==> src/mhpq_pkg.sv <==
// Package for the max-heap priority queue: shared types, status codes and defaults.
// Used by mhpq_cell, max_heap_priority_queue and the bench; depends on nothing else.
package mhpq_pkg;

  // Width of one stored value.
  localparam int unsigned VAL_W = 32;
  // Default number of cells.
  localparam int unsigned DEPTH_DEF = 64;
  // Width and reset value of the capacity register.
  localparam int unsigned CAP_W = 7;
  localparam logic [CAP_W-1:0] CAP_RST = 7'd64;
  // Width of the status field.
  localparam int unsigned STAT_W = 2;
  // Configuration port address width, one 32-bit register at byte address 0.
  localparam int unsigned CFG_AW = 3;
  localparam int unsigned CFG_DW = 32;

  // Request kinds carried on in_tuser.
  localparam logic REQ_INSERT = 1'b0;
  localparam logic REQ_REMOVE = 1'b1;

  // Result status codes.
  localparam logic [STAT_W-1:0] ST_DONE  = 2'd0;
  localparam logic [STAT_W-1:0] ST_FULL  = 2'd1;
  localparam logic [STAT_W-1:0] ST_EMPTY = 2'd2;

  // Register index, taken from the word address bit.
  localparam logic REG_CAPACITY = 1'b0;

  // Command broadcast from the controller to every cell.
  typedef struct packed {
    logic                    ins;
    logic                    rem;
    logic signed [VAL_W-1:0] value;
  } cell_ctl_t;

endpackage

==> src/mhpq_cell.sv <==
// One cell of the sorted shift-register queue: holds one value, largest in cell 0.
// Depends on mhpq_pkg for the command struct and value width.
module mhpq_cell (
  input  logic                            clk,
  input  mhpq_pkg::cell_ctl_t             ctl,
  input  logic                            occupied,
  input  logic                            prev_ge,
  input  logic signed [mhpq_pkg::VAL_W-1:0] prev_val,
  input  logic signed [mhpq_pkg::VAL_W-1:0] next_val,
  output logic                            ge,
  output logic signed [mhpq_pkg::VAL_W-1:0] val
);
  import mhpq_pkg::*;

  logic signed [VAL_W-1:0] val_r;
  logic signed [VAL_W-1:0] val_nxt;

  // Mark whether this cell stays ahead of the incoming value.
  assign ge  = occupied && (val_r >= ctl.value);
  assign val = val_r;

  // Insert: keep, take the new value, or take the neighbor's; remove: shift up.
  always_comb begin
    val_nxt = val_r;
    if (ctl.ins) begin
      if (ge) begin
        val_nxt = val_r;
      end else if (prev_ge) begin
        val_nxt = ctl.value;
      end else begin
        val_nxt = prev_val;
      end
    end else if (ctl.rem) begin
      val_nxt = next_val;
    end
  end

  always_ff @(posedge clk) begin
    val_r <= val_nxt;
  end

endmodule

==> config.mk <==
export PLATFORM = sky130hd
export DESIGN_NAME = mhpq_cell
export DESIGN_NICKNAME = d
export VERILOG_FILES = /design/src/mhpq_pkg.sv /design/src/mhpq_cell.sv
export SDC_FILE = /design/constraint.sdc
export NUM_CORES = 1
export LEC_CHECK = 0
export ABC_AREA = 0
export BUFFER_PORTS_ARGS = -buffer_cell sky130_fd_sc_hd__buf_2
export CAP_MARGIN = 40
export CORE_AREA = 2 2 57 100
export CTS_CLUSTER_DIAMETER = 60
export DETAILED_ROUTE_END_ITERATION = 10
export DIE_AREA = 0 0 59 102
export PLACE_DENSITY = 0.9
export REMOVE_ABC_BUFFERS = 1
export SLEW_MARGIN = 10
export SYNTH_ARGS = -nofsm -noshare
export SYNTH_HDL_FRONTEND = slang
export SYNTH_SLANG_ARGS = --single-unit
==> constraint.sdc <==
create_clock -name clk -period 10.3 [get_ports clk]
set_clock_uncertainty 0.2 [all_clocks]
set_input_delay 2.06 -clock clk [delete_from_list [all_inputs] [get_ports clk]]
set_output_delay 2.06 -clock clk [all_outputs]
set_load 0.005 [all_outputs]
==> flow_summary.toml <==
[grt]
grtUsageTotal_pct = 21.0
grt_pass1_wl_mm = 9.67
grt_max_degree = 67
grt.overflow.total = 0
grt_pass1_vias = 2322
antenna_found_initial = 0

[timing]
hold_viol = 0
final-setup-viol-count = 0
setup_tns_ns = 0
worst_slew_pin_slew_ns = 0.791
slew_headroom_pct = 47.3
timing.fmax_mhz = 165
setup_ws_ns = 4.24
rsz0062_at_grt = "no"
finalMaxSlewViolations = 0
fin_crit_sh_pct = 58.8
period_needed_ns = 6.06

[placement]
gp_congestion = 0.773
dp_hpwl_mm = 5.11
preCtsSetupSlack_ns = 4.25
io_buffers = 133

[die]
start_util_pct = 47.9
boundaryPins = 134
die_w_um = 59
dieHeight_um = 102
core_area_um2 = 5170
fp.dieArea_um2 = 6020
row_count = 35

[cts]
cts_setup_buffers = 0
numCtsBuffers = 5
clkSinkCount = 32
cts_tree = "yes"
cts_max_level = 2
cts_resized = 0
worstSkewPairLatency_ns = 0.28
cts_root_buf = "clkbuf_8"
postCtsHoldBufs = 0
clock_path_buffers = 2
clkSlewWorstSetupHoldPaths_ns = 0.07

[final_layout]
final-seq-area_um2 = 961
area_delta_synth_final_pct = 32.7
diodes = 0
drive_above_1_share_pct = 38.0
largest_reg_flops = 32
multi_input_area_um2 = 1350
fill_cells = 450
nets = 521

[critical_path]
worstPathRequired_ns = 8.04
crit_path_start_kind = "primary input"
critPathArrivalTime_ns = 3.80
endpoint_kind = "output port"
path_max_fanout = 3
path_class = "in2out"

[synthesis]
synth-warning-count = 0
synth_ff_type = "edfxtp_1"
synthCells = 257
seq_area_frac_synth_pct = 38.8
async_flop_share_pct = 0
synth-edff-count = 32
yosys.cell_types.count = 33
ys_ff_latch = 32
synth.avg_cell_area_um2 = 9.64
synth_area_um2 = 2480

[drt]
viasPerCell = 5.22
vias = 2319
drtAntennaViolNets = 0
finalWirelength_mm = 6.12
routedWlPerCell_um = 13.8
dr.pass1.iters = 4
drt_iter0_markers = 45
route.detailed.drc = 0

[power_and_ir_drop]
leakagePower_nw = 1.71
vdd_drop_max_mv = 0.0996
p_per_area_nw_per_um2 = 114

[worst_hold_path]
hp-class = "reg2reg"

[job]
maxCapViolations = 0

[run_status]
status = "complete, no violations"
where the power goes:
part	switching [mW]	internal (mW)	leakage, nW	total, mW
combinational	0.0581	0.0555	1.36	0.114
clock	0.0459	0.0468	0.0388	0.0927
sequential	0.00737	0.162	0.313	0.170
total	0.111	0.265	1.71	0.376
cells in the mapped netlist (2+ instances only):
cell type | instances | area, um2
nand3_1 | 2 | 10.0
nand4_1 | 4 | 25.0
clkbuf_1 | 7 | 26.3
nand2_1 | 8 | 30.0
a21o_1 | 2 | 15.0
a211oi_2 | 2 | 25.0
inv_1 | 32 | 120
nor2_1 | 33 | 124
edfxtp_1 | 32 | 961
mux2i_1 | 32 | 320
and4_1 | 2 | 17.5
o21ai_1 | 2 | 10.0
o21ai_0 | 2 | 10.0
buf_2 | 3 | 15.0
a21oi_1 | 44 | 220
ha_1 | 32 | 400
nor2b_1 | 2 | 12.5
path summary, 6_finish.rpt:
check | startpoint | to | slack, ns | cells after the start
setup reg to reg | val[14] | val[9] | 7.20 | 7
hold reg to reg | val[31] | val[2] | 1.34 | 3
setup / recovery | ctl[14] | ge | 4.24 | 10
hold / removal | val[31] | val[2] | 1.34 | 3
logic make-up (layout without fill, tap and decap cells):
family	Yosys count	count (layout)	synth area share, %
simple gates	59	59	11.7
fa+ha+maj	32	32	16.2
buf+inv	43	175	6.67
compound gates	59	59	13.8
mux	32	32	12.9
flops	32	32	38.8
cell usage in the layout, fill, tap and decap left out, drive strengths merged:
master,synthesis,layout
and3,1,1
clkinv,0,1
o211ai,1,1
nor4b,1,1
buf,4,135
inv,32,32
nor2,33,33
a21o,2,2
ha,32,32
nor3b,2,2
o21a,1,1
nand2b,1,1
o31ai,2,2
or2,1,1
mux2i,32,32
a21oi,44,44
o32a,1,1
nand4,4,4
o21ai,4,4
nand2,8,8
nand3,2,2
a211oi,3,3
nor2b,2,2
clkbuf,7,6
nor3,1,1
clkinvlp,0,1
o2bb2ai,1,1
edfxtp,32,32
and4,3,3
cell type report:
type                            count  share of cell area [%]
Tap cell                           55                    2.09
Multi-Input combinational cell    182                    41.1
Clock inverter                      2                   0.343
Clock buffer                        6                    2.21
Timing Repair Buffer              135                    21.3
Inverter                           32                    3.65
Sequential cell                    32                    29.2
per-stage QoR:
stage / instance area (um2) / total power, mW / utilization (%) / hold slack [ns] / std cells
floorplan: 2430 / 0.229 / - / 1.36 / 246
global placement: 3180 / 0.281 / 61.5 / 1.32 / 435
detailed placement: 3200 / 0.288 / 62.0 / 1.35 / 436
CTS: 3290 / 0.380 / 63.6 / 1.37 / 444
global route: 3290 / 0.401 / 63.6 / 1.45 / 444
finish: 3290 / 0.376 / 63.6 / 1.34 / 444
worst max-delay path, stage by stage:
cell and delay (ns):
buf_2 0.09, inv_1 0.04, ha_1 0.32, and4_4 0.21
a211oi_2 0.20, o21ai_1 0.10, o31ai_1 0.32, nor3b_2 0.25
nor3b_1 0.07, buf_2 0.13
per-layer routing:
layer	wire (um)	track usage [%]	vias to the layer above
met1	2190	21.2	1032
met5	0	0	-
li1	-	-	1185
met3	360	4.05	15
met2	3410	40.6	87
met4	160	7.87	0
No activity file was read; power rests on OpenSTA's default activity.
